<file path="src/sv/sti_pkg.sv">
// sti_pkg: shared types and constants of the stack instruction unit
// no dependencies; imported by the stack instruction unit modules

package sti_pkg;

   localparam int unsigned STACK_WORDS = 1024;
   localparam int unsigned ADDR_W      = $clog2(STACK_WORDS);
   localparam int unsigned DATA_W      = 32;
   localparam int unsigned SIZE_W      = 13;
   localparam int unsigned REG_W       = 3;

   // stack pointer after reset: reset base plus reset size
   localparam logic [DATA_W-1:0] SP_RESET   = 32'd4096;
   localparam logic [DATA_W-1:0] BASE_RESET = 32'd0;
   localparam logic [SIZE_W-1:0] SIZE_RESET = 13'd4096;
   localparam logic [SIZE_W-1:0] SIZE_MASK  = 13'h1FFC;
   localparam logic [DATA_W:0]   SIZE_CAP   = (DATA_W+1)'(STACK_WORDS * 4);

   typedef enum logic [1:0] {
      OP_PUSH = 2'd0,
      OP_POP  = 2'd1,
      OP_LSP  = 2'd2,
      OP_SSP  = 2'd3
   } opcode_type;

   typedef enum logic {
      CSR_STACK_BASE = 1'b0,
      CSR_STACK_SIZE = 1'b1
   } csr_index_type;

   typedef enum logic {
      STATUS_OK        = 1'b0,
      STATUS_VIOLATION = 1'b1
   } status_type;

   typedef struct packed {
      logic              write_en;
      logic              read_en;
      logic [ADDR_W-1:0] addr;
      logic [DATA_W-1:0] wdata;
   } mem_cmd_type;

   typedef struct packed {
      logic              reg_write;
      logic [REG_W-1:0]  write_index;
      logic [DATA_W-1:0] data;
      logic              status;
      logic              from_mem;
   } exec_result_type;

endpackage

</file>
<file path="src/sv/sti_exec.sv">
// sti_exec: decode, bounds check and stack pointer update for one request
// depends on sti_pkg; drives the stack memory command and the result fields

module sti_exec
   import sti_pkg::*;
(
   input  logic              clock,
   input  logic              reset,
   input  logic              accept,
   input  logic [DATA_W-1:0] instruction,
   input  logic [DATA_W-1:0] reg_value,
   input  logic              csr_write_enable,
   input  logic              csr_index,
   input  logic [DATA_W-1:0] csr_write_data,
   output mem_cmd_type       mem_cmd,
   output exec_result_type   result
);

   logic [DATA_W-1:0] base_ff, base_in;
   logic [SIZE_W-1:0] size_ff, size_in;
   logic [DATA_W-1:0] sp_ff, sp_in;

   opcode_type        opcode;
   logic              imm_flag;
   logic [DATA_W-1:0] src;
   logic [DATA_W:0]   size_masked;
   logic [DATA_W:0]   size_eff;
   logic [DATA_W:0]   limit;
   logic [DATA_W-1:0] sp_dec;
   logic [DATA_W-1:0] sp_inc;
   logic              push_ok;
   logic              pop_ok;
   logic [DATA_W-1:0] addr;
   logic [DATA_W-1:0] offset;

   assign opcode   = opcode_type'(instruction[28:27]);
   assign imm_flag = instruction[26];
   assign src      = imm_flag ? {{(DATA_W-26){instruction[25]}}, instruction[25:0]} : reg_value;

   // effective region size: word multiple, saturated to the memory size
   assign size_masked = (DATA_W+1)'(size_ff & SIZE_MASK);
   assign size_eff    = (size_masked > SIZE_CAP) ? SIZE_CAP : size_masked;
   assign limit       = {1'b0, base_ff} + size_eff;

   assign sp_dec = sp_ff - 32'd4;
   assign sp_inc = sp_ff + 32'd4;

   // push word lies at sp - 4, pop word at sp; limit compared without wrap
   assign push_ok = (sp_ff >= 32'd4) && (sp_dec >= base_ff) && ({1'b0, sp_ff} <= limit);
   assign pop_ok  = (sp_ff >= base_ff) && (({1'b0, sp_ff} + 33'd4) <= limit);

   assign addr   = (opcode == OP_PUSH) ? sp_dec : sp_ff;
   assign offset = addr - base_ff;

   always_comb begin
      mem_cmd.write_en = accept && (opcode == OP_PUSH) && push_ok;
      mem_cmd.read_en  = accept && (opcode == OP_POP) && pop_ok;
      mem_cmd.addr     = offset[ADDR_W+1:2];
      mem_cmd.wdata    = src;
   end

   always_comb begin
      result.reg_write   = 1'b0;
      result.write_index = instruction[25:23];
      result.data        = '0;
      result.status      = STATUS_OK;
      result.from_mem    = 1'b0;
      sp_in              = sp_ff;
      case (opcode)
         OP_PUSH: begin
            if (push_ok) begin
               sp_in = sp_dec;
            end else begin
               result.status = STATUS_VIOLATION;
            end
         end
         OP_POP: begin
            if (pop_ok) begin
               result.reg_write = 1'b1;
               result.from_mem  = 1'b1;
               sp_in            = sp_inc;
            end else begin
               result.status = STATUS_VIOLATION;
            end
         end
         OP_LSP: begin
            result.reg_write = 1'b1;
            result.data      = sp_ff;
         end
         OP_SSP: begin
            sp_in = reg_value;
         end
         default: begin
            sp_in = sp_ff;
         end
      endcase
   end

   always_comb begin
      base_in = base_ff;
      size_in = size_ff;
      if (csr_write_enable) begin
         case (csr_index_type'(csr_index))
            CSR_STACK_BASE: base_in = csr_write_data;
            CSR_STACK_SIZE: size_in = csr_write_data[SIZE_W-1:0];
            default: begin
               base_in = base_ff;
            end
         endcase
      end
   end

   always_ff @(posedge clock) begin
      if (reset) begin
         base_ff <= BASE_RESET;
         size_ff <= SIZE_RESET;
         sp_ff   <= SP_RESET;
      end else begin
         base_ff <= base_in;
         size_ff <= size_in;
         if (accept) begin
            sp_ff <= sp_in;
         end
      end
   end

endmodule

</file>
<file path="config.mk">
export PLATFORM = sky130hd
export DESIGN_NAME = sti_exec
export DESIGN_NICKNAME = d
export VERILOG_FILES = /design/src/sv/sti_pkg.sv /design/src/sv/sti_exec.sv
export SDC_FILE = /design/constraint.sdc
export NUM_CORES = 1
export LEC_CHECK = 0
export ABC_CLOCK_PERIOD_IN_PS = 14900
export BUFFER_PORTS_ARGS = -buffer_cell sky130_fd_sc_hd__buf_2
export CAP_MARGIN = 20
export CELL_PAD_IN_SITES_DETAIL_PLACEMENT = 1
export CELL_PAD_IN_SITES_GLOBAL_PLACEMENT = 1
export CORE_ASPECT_RATIO = 1.2
export CORE_MARGIN = 2
export CORE_UTILIZATION = 40
export DETAILED_ROUTE_END_ITERATION = 10
export PLACE_DENSITY = 0.92
export SLEW_MARGIN = 5
export SYNTH_ARGS = -nofsm -noshare
export SYNTH_HDL_FRONTEND = slang
export SYNTH_SLANG_ARGS = --single-unit
</file>
<file path="constraint.sdc">
create_clock -name clock -period 14.9 [get_ports clock]
set_input_delay 2.98 -clock clock [delete_from_list [all_inputs] [get_ports clock]]
set_output_delay 2.98 -clock clock [all_outputs]
set_load 0.02 [all_outputs]
</file>
* Word-level counts from Yosys, hierarchy flattened
Cells that the tools add are included.
Storage, ports and cells: bits in registers 77, input port bits 101, output and inout bits 82
Operators by class: add/subtract/negate cells 5, $lt $le $gt $ge 6, equal/unequal tests 5, multiplexer cells 13, bitwise gates (word level) 1, reductions and logical operators 12
Operators with widths (count):
- 32-bit two-way mux | 4
- 32-bit one-hot mux with 3 select lines | 1
- 32-bit >= comparator | 2
- 32-bit by 13-bit adder with 33-bit output | 1
- 32-bit by 3-bit adder with 33-bit output, second input constant | 1
- 32-bit by 33-bit less-or-equal comparator with 1-bit output | 1
- 33-bit less-or-equal comparator | 1
- 32-bit by 3-bit adder with 32-bit output, second input constant | 1
- 32-bit by 3-bit >= comparator with 1-bit output, second input constant | 1
- 32-bit by 3-bit subtractor with 32-bit output, second input constant | 1
- 13-bit greater-than comparator, second input constant | 1
- 13-bit two-way mux | 1
- 12-bit two-way mux | 1
- 12-bit subtractor | 1
- 1-bit logical AND | 7
- 2-bit equality test, second input constant | 2
- 1-bit two-way mux | 4
- 2-bit inequality test, second input constant | 2
- 1-bit one-hot mux with 2 select lines | 2
- 2-bit AND reduction | 2
- 4-bit AND reduction | 1
- 3-bit nonzero test | 1
- 2-bit by 1-bit equality test with 1-bit output, second input constant | 1
- 2-bit zero test | 1
- 1-bit NOT | 1

* Logic depth before layout (Yosys ltp)
Gate-level depths: netlist of the first run.
depth after elaboration 7, depth in mapped cells 26

* Least setup slack after synthesis of the first run
Ideal clock, no wire load.
kind input to output, start point input port instruction[27], end point output port mem_cmd[40] (netlist name), data arrival time 5488 ps, path slack 6432 ps, cell stages on the path 14, path buffers 1, cells stage by stage inv_1 ha_1 clkbuf_1 xor2_1 ha_1 a21boi_0 o21a_1 o21a_1 o21a_1 o21ai_0 a21o_1 nand3b_1 a21oi_1 xnor2_1
RTL lines:
- start: declaration | RTL line sti_exec.sv:10 | input logic [DATA_W-1:0] instruction,
- end: declaration | RTL line sti_exec.sv:15 | output mem_cmd_type mem_cmd,

==> metrics.yaml, run 1 <==
placement:
  portBuffers: 179
  dp_hpwl_um: 27260
  routabilityCongestion: 0.9292
  dp_cells: 1680
route:
  drtPass1Iterations: 5
  drt_wl_total_um: 36040
  wl_per_cell_um: 21.24
  vias: 10140
  drt_iter0_drc: 888
  drtAntennaViolNets: 0
  via_per_inst: 5.976
  route.detailed.drc: 0
finish:
  instances_no_fill: 1697
  num_antenna_cells: 0
  final_cell_mix: "nand2_1 (180), buf_2 (179), ha_1 (150), a21oi_1 (132), dfxtp_1 (75)"
  areaGrowthSynthToFinish_pct: 14.07
  nFillCells: 2966
  nets: 1629
  drive_gt1_share_pct: 19.83
  finish.utilization_pct: 46.55
  final_common_cell: "nand2_1"
sta:
  tightest_slew_ps: 1012
  setup_tns_ps: 0
  finalHoldViolations: 0
  fmax_ghz: 0.09883
  setup_viol: 0
  finalMaxSlewViolations: 0
  grt_setup_unrepaired: "no"
  layout_min_cycle_time_ps: 10120
  fin_worst_skew_ps: 16.16
  relSlewSlack_pct: 32.56
  timing.final.crit_share_pct: 67.91
floorplan:
  die-area_um2: 25000
  core_area_um2: 23280
  io_pins: 183
  initial_utilization_pct: 40.81
  die_w_um: 144.7
  rows: 61
  die_y_um: 172.8
pwr:
  p_leak_nw: 4.783
  power.net_switching_mw: 0.5267
  ir_drop_mv: 0.06073
  power_density_nw_per_um2: 102.8
  switching_share_pct: 47.28
  seqPwrFrac_pct: 24.0
  finalPower_mw: 1.114
  p_int_mw: 0.5872
  combinationalPowerShare_pct: 53.7
  clkPwrFrac_pct: 22.3
worst_setup_path:
  cp_slowest_cell: "o21ai_4"
  r2r-end: "sp_ff[16]"
  required_ps: 11920
  path_class: "flip-flop to output port"
  crit_path_start_kind: "flip-flop"
  critPathBufInv: 2
  path_depth: 24
  endpoint_kind: "output port"
  crit_top_cell: "a21oi_1"
  rr_worst_depth: 24
  max_stage_delay_ps: 760
  cp_top_family: "compound AO/OA/AOI/OAI gates"
  arrival_ps: 7140
  worstPathMaxFanout: 27
  timing.rr.start: "size_ff[12]"
  r2r_slack_ps: 7700
  cp_cell_sequence: "nand2b_1, inv_1, ha_1, a21o_1, a21oi_1, o21bai_1, a21oi_1, o21bai_1, a311o_1, a21oi_1, or2_2, nor2_1, xnor2_1, ha_1, nand4_1, nor4_1, nand2_1, nor4_1, nand2_1, mux2_1, and3_4, o21ai_4, o21ai_0, buf_2"
logic_synthesis:
  synth_area_per_cell_um2: 7.575
  synth_cell_types: 74
  ys_warn_count: 0
  synthArstFlopShare_pct: 0
  syn-cell-area_um2: 9499
  synth-seq-area-share_pct: 15.81
  syn_nets: 1506
  synth_flop_cell: "dfxtp_1"
  synth_cells: 1254
  synth_edf_count: 0
  ys_seq_elements: 75
flow_run:
  maxCapViolCount: 0
hold_path:
  min_from: "size_ff[2]"
  hold_path_class: "flip-flop to flip-flop"
  hold_depth: 2
  worstHoldEndpoint: "size_ff[2]"
global_routing:
  grt-ovfl-total: 0
  grt_pass1_vias: 10570
  grt_usage_pct: 28.37
  grt_antenna_before_repair: 0
  grt_pass1_wl_um: 56040
  grt_max_degree: 75
clocking:
  cts-root-buf: "clkbuf_16"
  clockBufferDepth: 2
  ctsHtreeMaxLevel: 3
  cts_setup_buffers: 0
  cts_tree: "done"
  clkSinkCount: 75
  clk_pin_slew_worst_paths_ps: 70
  cts_buffers: 9
  clock_latency_ps: 370
  cts_resized: 0
  postCtsHoldBufs: 0
outcome:
  status: "complete, no violations"
flip-flops by register name, indices dropped and copies added, names as in the netlist:
register  flops
base_ff      32
sp_ff        32
size_ff      11
power by group through the flow:
stage	logic (mW)	clock network [mW]	registers [mW]
6_report	0.599	0.248	0.267
5_1_grt	0.650	0.257	0.270
4_1_cts	0.586	0.248	0.265
3_5_place_dp	0.575	0	0.269
3_3_place_gp	0.546	0	0.267
2_1_floorplan	0.433	0	0.235
cell families after synthesis:
logic type | after synthesis | synth area share [%]
muxes | 26 | 3.082
xor gates and xnor gates | 102 | 9.550
DFF | 75 | 15.81
buffers and inverters | 139 | 6.178
adders and majority gates | 151 | 19.97
and+or+nand+nor | 461 | 24.17
AOI/OAI and AO/OA | 300 | 21.25
worst max-delay path by stage:
stage / to / start / slack [ps]
final: result[1] / size_ff[12] / 4780
after global routing: result[1] / size_ff[12] / 4400
after CTS: result[1] / size_ff[12] / 4900
after detailed placement: result[1] / size_ff[12] / 5330
after global placement: result[1] / size_ff[12] / 5450
after floorplan: mem_cmd[40] / instruction[27] / 6430
per-layer routing:
layer | GRT usage (%) | part of all wire [%] | up-vias
li1 | - | - | 4716
met1 | 35.34 | 41 | 4942
met2 | 48.68 | 49 | 374
met3 | 3.379 | 6.1 | 110
met4 | 12.34 | 4.1 | 0
met5 | 0 | 0 | -
worst reg2reg max path, stage by stage (launching register included):
cell and delay, ps:
dfxtp_1 560, nand2b_1 230, inv_1 60, ha_1 270, a21o_1 180, a21oi_1 250, o21bai_1 110, a21oi_1 250
o21bai_1 150, a311o_1 350, a21oi_1 430, or2_2 250, nor2_1 60, xnor2_1 160, ha_1 320, nand4_1 130
nor4_1 620, nand2_1 180, nor4_1 430, nand2_1 90, mux2_1 310, and3_4 200, o21a_1 370, nor2_4 850
a311oi_2 220
cell usage after synthesis, drive strengths merged (6+ instances only):
cell	instances	share of area, %
or2	6	0.40
or4	8	0.67
nand2b	8	0.53
buf	26	1.7
xor2	30	2.8
clkbuf	52	2.1
nand4	23	1.6
and2	43	2.8
nor2	67	2.7
a21o	24	1.9
dfxtp	75	16
o21a	13	1.0
nor3	32	1.8
and3	6	0.45
ha	150	20
a211oi	17	1.9
a311oi	12	1.7
o21ai	41	2.3
or3	10	0.66
xnor2	71	6.5
nand2	180	7.1
mux2	26	3.1
nor2b	16	1.1
nor4	13	1.3
a21oi	132	7.0
a22oi	11	0.87
and4	7	0.65
nand3	37	2.0
inv	61	2.4
layout make-up:
class	instances	area (um2)	share of cell area, %
multi-input combinational	1040	7413	68.42
inverter	61	229.0	2.113
clock buffer	9	225.2	2.079
timing repair buffer	190	983.4	9.076
sequential	75	1501	13.86
tap	315	394.1	3.637
clock inverter	7	88.84	0.8199
per-stage QoR:
stage          area, um2  hold WS [ps]  setup WS, ps
6_report           10840         454.3          4781
5_1_grt            10840         470.2          4404
4_1_cts            10820         455.3          4897
3_5_place_dp       10510         445.4          5333
3_3_place_gp       10510         439.5          5454
2_1_floorplan       9499         431.8          6432
Note: power is estimated with default switching activity, not from simulation.
==> inputs of run 2 (changes only) <==
- ABC_CLOCK_PERIOD_IN_PS: 14900 -> 10200
- clock period: 14.9 -> 10.2 ns (I/O delays scaled with it)
==> metrics.yaml, run 2 (synthesized netlist as in run 1, its figures left out) <==
clocking:
  cts-root-buf: "clkbuf_16"  # unchanged
  clk_pin_slew_worst_paths_ps: 70  # about the same
  clkSinkCount: 75  # unchanged
  clockBufferDepth: 2  # unchanged
  ctsHtreeMaxLevel: 3  # unchanged
  postCtsHoldBufs: 0  # unchanged
  cts_tree: "done"  # unchanged
  cts_resized: 0  # unchanged
  cts_buffers: 9  # unchanged
  clock_latency_ps: 380  # was 370 ps
  cts_setup_buffers: 0  # unchanged
hold_path:
  hold_path_class: "flip-flop to flip-flop"  # unchanged
  hold_depth: 2  # unchanged
global_routing:
  grt_usage_pct: 29.17  # was 28.37%
  grt-ovfl-total: 0  # unchanged
  grt_max_degree: 74  # was 75
  grt_pass1_wl_um: 57240  # was 56040 um
  grt_pass1_vias: 10690  # was 10.57k
  grt_antenna_before_repair: 0  # unchanged
worst_setup_path:
  critPathBufInv: 2  # unchanged
  required_ps: 8160  # was 11920 ps
  arrival_ps: 7260  # was 7140 ps
  path_class: "flip-flop to output port"  # unchanged
  worstPathMaxFanout: 27  # unchanged
  cp_top_family: "compound AO/OA/AOI/OAI gates"  # unchanged
  endpoint_kind: "output port"  # unchanged
  path_depth: 24  # unchanged
  cp_cell_sequence: "nand2b_1, inv_1, ha_1, a21o_1, a21oi_1, o21bai_1, a21oi_1, o21bai_1, a311o_1, a21oi_1, or2_2, nor2_1, xnor2_1, ha_1, nand4_1, nor4_1, nand2_1, nor4_1, nand2_1, mux2_1, and3_4, o21ai_4, o21ai_0, buf_2"  # unchanged
  crit_top_cell: "a21oi_1"  # unchanged
  crit_path_start_kind: "flip-flop"  # unchanged
  max_stage_delay_ps: 770  # was 760 ps
  cp_slowest_cell: "o21ai_4"  # unchanged
  rr_worst_depth: 19  # was 24
pwr:
  p_leak_nw: 4.792  # was 4.783 nW
  power_density_nw_per_um2: 153.4  # was 102.8 nW/um2
  ir_drop_mv: 0.08115  # was 0.06073 mV
  finalPower_mw: 1.666  # was 1.114 mW
finish:
  nFillCells: 2971  # was 2966
  num_antenna_cells: 0  # unchanged
  regArea_um2: 1501  # unchanged
  fin_area_um2: 10860  # was 10840 um2
  finish.utilization_pct: 46.67  # was 46.55%
  final_common_cell: "nand2_1"  # unchanged
  drive_gt1_share_pct: 19.84  # was 19.83%
  areaGrowthSynthToFinish_pct: 14.37  # was 14.07%
  final_cell_mix: "nand2_1 (180), buf_2 (179), ha_1 (150), a21oi_1 (132), dfxtp_1 (75)"  # unchanged
  multi_input_area_um2: 7413  # unchanged
  nets: 1628  # was 1629
  reg.largest.list: "base_ff x32, sp_ff x32, size_ff x11"  # unchanged
route:
  wl_per_cell_um: 21.55  # was 21.24 um
  drt_iter0_drc: 883  # was 888
  drt_wl_total_um: 36550  # was 36040 um
  drtAntennaViolNets: 0  # unchanged
  vias: 10270  # was 10.14k
  route.detailed.drc: 0  # unchanged
  drtPass1Iterations: 5  # unchanged
  via_per_inst: 6.055  # was 5.976
floorplan:
  die_y_um: 172.8  # unchanged
  die_w_um: 144.7  # unchanged
  rows: 61  # unchanged
  io_pins: 183  # unchanged
  core_area_um2: 23280  # unchanged
  initial_utilization_pct: 40.81  # unchanged
  die-area_um2: 25000  # unchanged
sta:
  fmax_ghz: 0.1076
  tightest_slew_ps: 988.5  # was 1012 ps
  setup_viol: 0  # unchanged
  whs_ps: 452.6  # was 454.3 ps
  timing.final.crit_share_pct: 91.15
  setup_tns_ps: 0  # unchanged
  finalMaxSlewViolations: 0  # unchanged
  layout_min_cycle_time_ps: 9297
  fin_worst_skew_ps: 18.48  # was 16.16 ps
  grt_setup_unrepaired: "no"  # unchanged
  relSlewSlack_pct: 33.49  # was 32.56%
  finalHoldViolations: 0  # unchanged
placement:
  portBuffers: 179  # unchanged
  routabilityCongestion: 0.9021  # was 0.9292
  placed_cell_area_um2: 10510  # unchanged
  dp_hpwl_um: 27580  # was 27260 um
outcome:
  status: "complete, no violations"  # unchanged
flow_run:
  maxCapViolCount: 0  # unchanged
run 2: routing by layer:
layer | GRT usage (%) | wire length (um)
met5 | 0 | 0
met2 | 49.11 | 17760
met3 | 3.489 | 2216
met4 | 13.27 | 1525
met1 | 36.90 | 15050
run 2: final cells by class:
| type | count | share of cell area (%) |
|---|---|---|
| clock buffers | 9 | 2.073 |
| clock inverters | 7 | 1.198 |
| inverters | 61 | 2.108 |
| multi-input cells | 1040 | 68.24 |
| flip-flops and latches | 75 | 13.82 |
| well taps | 315 | 3.628 |
| repair buffers | 189 | 8.937 |
run 2: final timing paths:
| check | startpoint | endpoint | slack [ps] |
|---|---|---|---|
| min reg2reg | size_ff[5] | size_ff[5] | 450 |
| min | size_ff[5] | size_ff[5] | 450 |
| max reg2reg | sp_ff[12] | sp_ff[21] | 2780 |
| max | size_ff[12] | result[1] | 900 |
run 2: tightest hold or removal path: cells and delay by family, from the launching register on:
| kind | cells | cell delay (ps) |
|---|---|---|
| flops | 1 | 310 |
| simple gates | 1 | 50 |
| compound gates | 1 | 50 |
run 2: where the power goes:
| group | internal, mW | switching [mW] | total (mW) |
|---|---|---|---|
| Combinational | 0.341 | 0.525 | 0.867 |
| Sequential | 0.317 | 0.0731 | 0.390 |
| Clock | 0.245 | 0.164 | 0.409 |
| Total | 0.903 | 0.763 | 1.67 |
run 2: through the flow:
stage          std cells  worst slack [ps]
2_1_floorplan       1254              3131
3_3_place_gp        1680              1759
3_5_place_dp        1680              1628
4_1_cts             1696              1065
5_1_grt             1696             620.4
6_report            1696             902.6
